**src/hw/rtl/auto_range_pressure_percent_assert.svh**
```systemverilog
// ----------------------------------------------------------------------------
// Assertion macros for the auto-ranging pressure percent block.
// Each macro wraps one concurrent assertion clocked on the rising edge and
// disabled while the active-low reset is asserted.
// ----------------------------------------------------------------------------
`ifndef AUTO_RANGE_PRESSURE_PERCENT_ASSERT_SVH
`define AUTO_RANGE_PRESSURE_PERCENT_ASSERT_SVH

// Antecedent implies consequent in the same cycle.
`define ARPP_ASSERT_IMP(lbl, clk, rstn, ante, cons, msg) \
  lbl: assert property (@(posedge clk) disable iff (!rstn) (ante) |-> (cons)) \
    else $error(msg);

// Antecedent implies consequent in the following cycle.
`define ARPP_ASSERT_NXT(lbl, clk, rstn, ante, cons, msg) \
  lbl: assert property (@(posedge clk) disable iff (!rstn) (ante) |=> (cons)) \
    else $error(msg);

`endif

```
**src/hw/rtl/arpp_pkg.sv**
```systemverilog
// ----------------------------------------------------------------------------
// arpp_pkg
// Shared constants and types of the auto-ranging pressure percent block.
// ----------------------------------------------------------------------------
`timescale 1ns / 1ps
`default_nettype none

package arpp_pkg;

  // Width of the percent result and the number of quotient bits.
  localparam int unsigned PCT_BITS = 7;

  // Full scale of the percent result.
  localparam logic [PCT_BITS-1:0] PCT_FULL = 7'd100;

  // The divider retires one quotient bit per step.
  localparam int unsigned DIV_STEPS = PCT_BITS;
  localparam int unsigned DIV_CNT_BITS = $clog2(DIV_STEPS);
  localparam logic [DIV_CNT_BITS-1:0] DIV_LAST = DIV_CNT_BITS'(DIV_STEPS - 1);

  // Status of the divider as seen by the sequencer.
  typedef struct packed {
    logic busy;
    logic done;
  } div_stat_t;

endpackage

`default_nettype wire

```
**src/hw/rtl/auto_range_pressure_percent.sv**
```systemverilog
// ----------------------------------------------------------------------------
// auto_range_pressure_percent
// Auto-ranging pressure sensor front end: tracks the minimum and maximum
// samples and reports each sample as a percent of the tracked span.
// ----------------------------------------------------------------------------
// Each input beat carries one raw ADC sample. The block folds the sample into
// the running maximum and minimum (reset to 0 and to all ones), forms the span
// as their difference clamped to at least 1, and returns one output beat with
// (max - sample) * 100 / span, truncated and capped at 100, next to the
// updated maximum and minimum. A sample at the minimum reads 100 and one at
// the maximum reads 0. Between its input beat and the next input beat a
// sample is captured, folded into the range, turned into the scaled
// difference and the span, run through the bit-serial divider (one
// quotient bit per cycle), and handed as a result to the output register.
// The input is not ready while a sample is in work. The output register
// holds a finished beat while the next sample is taken, so a slow consumer
// only stalls the block when a second result is ready.
// ----------------------------------------------------------------------------
`timescale 1ns / 1ps
`default_nettype none

module auto_range_pressure_percent #(
  parameter int unsigned SAMPLE_BITS = 12
) (
  input  logic                                      clk_i,
  input  logic                                      rst_ni,
  // Input stream. tdata: sample [SAMPLE_BITS-1:0], zero padding above.
  input  logic                                      s_axis_tvalid_i,
  output logic                                      s_axis_tready_o,
  input  logic [((SAMPLE_BITS+7)/8)*8-1:0]          s_axis_tdata_i,
  // Output stream. tdata: percent [6:0], range_high, range_low, zero padding.
  output logic                                      m_axis_tvalid_o,
  input  logic                                      m_axis_tready_i,
  output logic [((arpp_pkg::PCT_BITS+2*SAMPLE_BITS+7)/8)*8-1:0] m_axis_tdata_o
);
  import arpp_pkg::*;

  localparam int unsigned NumW = SAMPLE_BITS + PCT_BITS;
  localparam int unsigned HiLo = PCT_BITS;
  localparam int unsigned LoLo = PCT_BITS + SAMPLE_BITS;

  // Sequencer states.
  localparam logic [2:0] S_IDLE  = 3'd0;
  localparam logic [2:0] S_RANGE = 3'd1;
  localparam logic [2:0] S_LOAD  = 3'd2;
  localparam logic [2:0] S_DIV   = 3'd3;
  localparam logic [2:0] S_OUT   = 3'd4;

  logic [2:0]             st_q, st_d;
  logic [SAMPLE_BITS-1:0] samp_q;
  logic [SAMPLE_BITS-1:0] peak_q, peak_d;
  logic [SAMPLE_BITS-1:0] floor_q, floor_d;
  logic [SAMPLE_BITS-1:0] span_q, span_d;
  logic                   oor_q;
  logic [PCT_BITS-1:0]    pct_q;
  logic                   out_vld_q;
  logic [PCT_BITS-1:0]    out_pct_q;
  logic [SAMPLE_BITS-1:0] out_high_q;
  logic [SAMPLE_BITS-1:0] out_low_q;

  logic                   in_acc;
  logic                   out_free;
  logic                   div_start;
  logic [NumW-1:0]        num;
  logic [PCT_BITS-1:0]    quo;
  logic [PCT_BITS-1:0]    pct_sat;
  div_stat_t              div_stat;

  assign in_acc   = s_axis_tvalid_i && s_axis_tready_o;
  assign out_free = !out_vld_q || m_axis_tready_i;

  // Range update, done in the cycle after capture.
  assign peak_d  = (samp_q > peak_q)  ? samp_q : peak_q;
  assign floor_d = (samp_q < floor_q) ? samp_q : floor_q;

  // Span from the updated range, never below one so the divisor is nonzero.
  assign span_d = (peak_q > floor_q) ? (peak_q - floor_q) : SAMPLE_BITS'(1);

  // Distance below the maximum scaled to percent; one small constant multiply.
  assign num = NumW'(peak_q - samp_q) * NumW'(PCT_FULL);

  // The divider starts as soon as the scaled distance and the span are formed.
  assign div_start = (st_q == S_LOAD);

  arpp_div #(
    .SAMPLE_BITS (SAMPLE_BITS)
  ) u_div (
    .clk_i      (clk_i),
    .rst_ni     (rst_ni),
    .start_i    (div_start),
    .dividend_i (num),
    .divisor_i  (span_d),
    .stat_o     (div_stat),
    .quotient_o (quo)
  );

  // Cap at full scale; a sample outside the tracked range reads zero. Neither
  // case can arise once the range has taken the sample in.
  assign pct_sat = oor_q ? '0 : ((quo > PCT_FULL) ? PCT_FULL : quo);

  always_comb begin
    st_d = st_q;
    unique case (st_q)
      S_IDLE: begin
        if (in_acc) begin
          st_d = S_RANGE;
        end
      end
      S_RANGE: begin
        st_d = S_LOAD;
      end
      S_LOAD: begin
        st_d = S_DIV;
      end
      S_DIV: begin
        if (div_stat.done) begin
          st_d = S_OUT;
        end
      end
      S_OUT: begin
        if (out_free) begin
          st_d = S_IDLE;
        end
      end
      default: begin
        st_d = S_IDLE;
      end
    endcase
  end

  always_ff @(posedge clk_i or negedge rst_ni) begin
    if (!rst_ni) begin
      st_q      <= S_IDLE;
      peak_q    <= '0;
      floor_q   <= '1;
      span_q    <= SAMPLE_BITS'(1);
      out_vld_q <= 1'b0;
    end else begin
      st_q <= st_d;
      if (st_q == S_RANGE) begin
        peak_q  <= peak_d;
        floor_q <= floor_d;
      end
      if (st_q == S_LOAD) begin
        span_q <= span_d;
      end
      if ((st_q == S_OUT) && out_free) begin
        out_vld_q <= 1'b1;
      end else if (m_axis_tready_i) begin
        out_vld_q <= 1'b0;
      end
    end
  end

  always_ff @(posedge clk_i) begin
    if (in_acc) begin
      samp_q <= s_axis_tdata_i[SAMPLE_BITS-1:0];
    end
    if (st_q == S_LOAD) begin
      oor_q <= (samp_q > peak_q) || (samp_q < floor_q);
    end
    if ((st_q == S_DIV) && div_stat.done) begin
      pct_q <= pct_sat;
    end
    if ((st_q == S_OUT) && out_free) begin
      out_pct_q  <= pct_q;
      out_high_q <= peak_q;
      out_low_q  <= floor_q;
    end
  end

  assign s_axis_tready_o = (st_q == S_IDLE);
  assign m_axis_tvalid_o = out_vld_q;

  always_comb begin
    m_axis_tdata_o                        = '0;
    m_axis_tdata_o[PCT_BITS-1:0]          = out_pct_q;
    m_axis_tdata_o[HiLo+SAMPLE_BITS-1:HiLo] = out_high_q;
    m_axis_tdata_o[LoLo+SAMPLE_BITS-1:LoLo] = out_low_q;
  end

  // The span register, formed from the tracked range, is never zero while idle.
  `include "auto_range_pressure_percent_assert.svh"

  `ARPP_ASSERT_IMP(a_range_order, clk_i, rst_ni, m_axis_tvalid_o,
                   out_low_q <= out_high_q, "output minimum above output maximum")
  `ARPP_ASSERT_IMP(a_pct_full, clk_i, rst_ni, m_axis_tvalid_o,
                   out_pct_q <= PCT_FULL, "percent above full scale")
  `ARPP_ASSERT_NXT(a_busy_after_accept, clk_i, rst_ni, in_acc,
                   !s_axis_tready_o, "input ready right after an accepted beat")
  `ARPP_ASSERT_IMP(a_div_done_state, clk_i, rst_ni, div_stat.done,
                   st_q == S_DIV, "divider finished outside the divide state")
  `ARPP_ASSERT_IMP(a_span_nonzero, clk_i, rst_ni, st_q == S_IDLE,
                   span_q != '0, "tracked span is zero")

endmodule

`default_nettype wire

```
**src/hw/rtl/arpp_div.sv**
```systemverilog
// ----------------------------------------------------------------------------
// arpp_div
// Restoring divider that retires one quotient bit per cycle. The quotient is
// known to stay below 2**PCT_BITS, so only that many steps are taken.
// ----------------------------------------------------------------------------
`timescale 1ns / 1ps
`default_nettype none

module arpp_div #(
  parameter int unsigned SAMPLE_BITS = 12
) (
  input  logic                                   clk_i,
  input  logic                                   rst_ni,
  input  logic                                   start_i,
  input  logic [SAMPLE_BITS+arpp_pkg::PCT_BITS-1:0] dividend_i,
  input  logic [SAMPLE_BITS-1:0]                 divisor_i,
  output arpp_pkg::div_stat_t                    stat_o,
  output logic [arpp_pkg::PCT_BITS-1:0]          quotient_o
);
  import arpp_pkg::*;

  localparam int unsigned NumW = SAMPLE_BITS + PCT_BITS;

  logic                    busy_q, busy_d;
  logic [DIV_CNT_BITS-1:0] cnt_q, cnt_d;
  logic [NumW-1:0]         rem_q, rem_d;
  logic [NumW-1:0]         dsh_q, dsh_d;
  logic [PCT_BITS-2:0]     quo_q, quo_d;
  logic                    ge;
  logic                    last;

  // One compare and subtract against the divisor shifted into place.
  assign ge   = (rem_q >= dsh_q);
  assign last = busy_q && (cnt_q == DIV_LAST);

  always_comb begin
    busy_d = busy_q;
    cnt_d  = cnt_q;
    rem_d  = rem_q;
    dsh_d  = dsh_q;
    quo_d  = quo_q;
    if (start_i) begin
      busy_d = 1'b1;
      cnt_d  = '0;
      rem_d  = dividend_i;
      dsh_d  = {1'b0, divisor_i, {(PCT_BITS-1){1'b0}}};
      quo_d  = '0;
    end else if (busy_q) begin
      rem_d = ge ? (rem_q - dsh_q) : rem_q;
      dsh_d = dsh_q >> 1;
      quo_d = {quo_q[PCT_BITS-3:0], ge};
      cnt_d = cnt_q + 1'b1;
      if (last) begin
        busy_d = 1'b0;
      end
    end
  end

  always_ff @(posedge clk_i or negedge rst_ni) begin
    if (!rst_ni) begin
      busy_q <= 1'b0;
      cnt_q  <= '0;
    end else begin
      busy_q <= busy_d;
      cnt_q  <= cnt_d;
    end
  end

  always_ff @(posedge clk_i) begin
    rem_q <= rem_d;
    dsh_q <= dsh_d;
    quo_q <= quo_d;
  end

  assign stat_o.busy = busy_q;
  assign stat_o.done = last;
  assign quotient_o  = {quo_q, ge};

endmodule

`default_nettype wire

```
**config.mk**
```make
export PLATFORM = sky130hd
export DESIGN_NAME = auto_range_pressure_percent
export DESIGN_NICKNAME = d
export VERILOG_FILES = /design/src/hw/rtl/arpp_pkg.sv /design/src/hw/rtl/auto_range_pressure_percent.sv /design/src/hw/rtl/arpp_div.sv
export VERILOG_INCLUDE_DIRS = /design/src /design/src/hw/rtl
export SDC_FILE = /design/constraint.sdc
export NUM_CORES = 1
export LEC_CHECK = 0
export BUFFER_PORTS_ARGS = -buffer_cell sky130_fd_sc_hd__buf_2
export CAP_MARGIN = 20
export CORE_ASPECT_RATIO = 0.75
export CORE_MARGIN = 8
export CORE_UTILIZATION = 44
export DETAILED_ROUTE_END_ITERATION = 16
export SYNTH_ARGS = -nofsm -noshare
export SYNTH_HDL_FRONTEND = slang
export SYNTH_SLANG_ARGS = --single-unit
```
**constraint.sdc**
```tcl
create_clock -name clk_i -period 7.4 [get_ports clk_i]
set_input_delay 0.74 -clock clk_i [delete_from_list [all_inputs] [get_ports clk_i]]
set_output_delay 0.74 -clock clk_i [all_outputs]
set_load 0.1 [all_outputs]
```
==> metrics.cfg <==
[outcome]
status = finished, final reports clean

[sta]
slew-limit-headroom_pct = 43.4
fmax_ghz = 0.177
fin_setup_tns_ps = 0
worst_slew_pin_slew_ps = 849
period_share_pct = 76.3
rsz0062_at_grt = false
skew_ps = 11.3
setup_viol = 0
slew_violations = 0
final_hold_viol_count = 0
fin_crit_ps = 5650

[clock_tree]
cts_max_level = 4
tritoncts = built
cts_setup_buffers = 0
cts_resized = 0
cts_made_buffers = 17
cts_root_buffer = clkbuf_16
ctsHoldBuffers = 0
clockBufferDepth = 2
cts.sinks = 126
clk_latency_ps = 410
clkSlewWorstSetupHoldPaths_ps = 60

[cells_and_area]
mostFrequentLayoutCells = inv_1, ha_1, edfxtp_1
drive_gt1_share_pct = 14.7
final_common_cell = inv_1
diodes = 0
areaGrowthSynthToFinish_pct = 13.6
nets = 945

[synth]
yosys.area_share.simple_pct = 9.66
synth_top_family_by_area = adder cells
synth_fp_nets = 889
synth_xor_area_share_pct = 4.75
ys.flop_type = edfxtp_1
muxShareOfSynthArea_pct = 4.63
avgSynthCellArea_um2 = 10.6
synthAdderAreaFrac_pct = 17.7
async_flop_share_pct = 25.4
synth_cells = 763
synth_edf_count = 80
ys_ff_latch = 126
synthesis.area_um2 = 8110
yosysWarnings = 0
yosysSeqAreaShare_pct = 43.1
ys_types = 71
synth_compound_area_share_pct = 14.1

[detailed_routing]
wl_mm = 18.0
wl_per_cell_um = 16.6
via_per_inst = 5.33
num_vias = 5750
drt_iter0_drc = 425
ant_nets = 0
route.detailed.drc = 0
first_pass_iters = 5

[global_route]
grt.total_usage_pct = 16.1
grt_pass1_wl_mm = 30.1
antenna_found_initial = 0
grt.overflow.total = 0
grt_pass1_vias = 5957
grt_start_max_net_pins = 33

[floorplanning]
dieHeight_um = 134
fp.dieArea_um2 = 23100
rows = 43
ios = 54
die-width_um = 173
start_util_pct = 44.3
core_um2 = 18300

[worst_setup_path]
reg2reg_depth = 21
critPathArrivalTime_ps = 5790
critical_path.startpoint_type = flop
critical_path_class = flop to flop
r2r_slack_ps = 1750
required_ps = 7540
r2r-end = u_div.rem_q[18]
critPathCaptureType = flop
critPathMaxFanout = 5
r2r-start = samp_q[1]

[hold_path]
hold_class = input port to async pin

[placement]
gp_congestion = 0.876
io_buffer_count = 48
dpl.hpwl_mm = 14.0

[flow_run]
cap_violations = 0

synthesized netlist by cell type (3+ instances only):
library cell | number | area share [%]
nor2b_1 | 9 | 0.69
and3_1 | 5 | 0.39
o21bai_1 | 6 | 0.56
buf_1 | 3 | 0.14
dfrtp_1 | 20 | 6.2
or2_2 | 4 | 0.31
o21ai_0 | 29 | 1.8
o31a_1 | 4 | 0.43
o21a_1 | 9 | 0.83
o22ai_1 | 11 | 0.85
o21ai_1 | 3 | 0.19
fa_1 | 15 | 3.7
and2_1 | 8 | 0.62
nor3_1 | 11 | 0.68
xnor2_1 | 26 | 2.8
nand2b_1 | 9 | 0.69
clkbuf_1 | 6 | 0.28
a21o_1 | 15 | 1.4
nand4_1 | 4 | 0.31
inv_1 | 112 | 5.2
a31oi_1 | 5 | 0.39
o31ai_1 | 5 | 0.46
nor2_1 | 48 | 2.2
mux2_2 | 12 | 1.7
o211ai_1 | 4 | 0.37
xor2_1 | 18 | 1.9
edfxtp_1 | 80 | 30
dfxtp_1 | 14 | 3.5
ha_1 | 91 | 14
a21oi_1 | 43 | 2.7
mux2i_1 | 24 | 3.0
nand2_1 | 44 | 2.0
nand3_1 | 6 | 0.37
or3_1 | 4 | 0.31
dfstp_2 | 12 | 3.9
worst max path at each step:
stage,endpoint,depth (start not counted),slack (ps),start
after floorplan,u_div.rem_q[18],22,2660,samp_q[1]
after global placement,u_div.rem_q[18],21,1940,samp_q[1]
after detailed placement,u_div.rem_q[18],19,1850,samp_q[2]
after CTS,u_div.rem_q[18],19,1810,samp_q[2]
after global routing,u_div.rem_q[18],21,1360,samp_q[1]
final,u_div.rem_q[18],21,1750,samp_q[1]
final cells by class:
class                   instances  area (um2)
repair buffers                 50         275
well taps                     247         309
clock buffers                  20         458
flip-flops and latches        126        3500
multi-input cells             512        4130
clock inverters                12         121
inverters                     112         420
fillers                      1674        9080
critical path, cell delays in order (launching register included):
cell	delay, ps
edfxtp_1	450
inv_1	130
ha_1	230
nor2b_1	130
o21ai_0	360
a21boi_1	260
o31a_1	310
o21ai_0	260
nand2b_1	140
xor2_1	260
ha_1	280
ha_1	280
inv_1	50
fa_1	500
inv_1	40
ha_1	230
o41ai_1	440
o21ai_0	210
o41ai_1	380
xnor2_1	180
xnor2_1	150
o22ai_1	100
per-layer routing:
layer	vias up	GRT usage (%)	share of wire [%]
li1	2797	-	-
met1	2798	22.4	51
met2	136	25.1	43
met3	19	3.03	4.4
met4	0	4.49	1.2
met5	-	0	0
flip-flops by register name, indices dropped and copies added, names as in the netlist:
signal           count
floor_q             12
m_axis_tvalid_o      1
oor_q                1
out_high_q          12
out_low_q           12
out_pct_q            7
pct_q                7
peak_q              12
samp_q              12
st_q                 3
u_div.busy_q         1
u_div.cnt_q          3
u_div.dsh_q         18
u_div.quo_q          6
u_div.rem_q         19
per-stage QoR:
stage | std cells | worst slack [ps] | hold slack (ps) | area, um2 | util (%)
floorplan | 763 | 2660 | 400 | 8110 | -
global placement | 1046 | 1940 | 403 | 8600 | 47.0
detailed placement | 1046 | 1850 | 407 | 8600 | 47.0
CTS | 1078 | 1810 | 418 | 9180 | 50.2
global route | 1079 | 1360 | 426 | 9210 | 50.4
finish | 1079 | 1750 | 405 | 9210 | 50.4
cells by family (layout without fill, tap and decap cells):
kind of cell / count (synthesis) / in the layout
AND/OR/NAND/NOR: 161 / 161
multiplexers: 36 / 36
flip-flops: 126 / 126
other: 1 / 1
buffers and inverters: 125 / 194
AO/OA/AOI/OAI: 164 / 164
adder cells (fa/ha/maj): 106 / 106
XOR/XNOR: 44 / 44
Power is not shown: default switching activity piles up to over one toggle a cycle in this logic, so the estimate is an artifact.
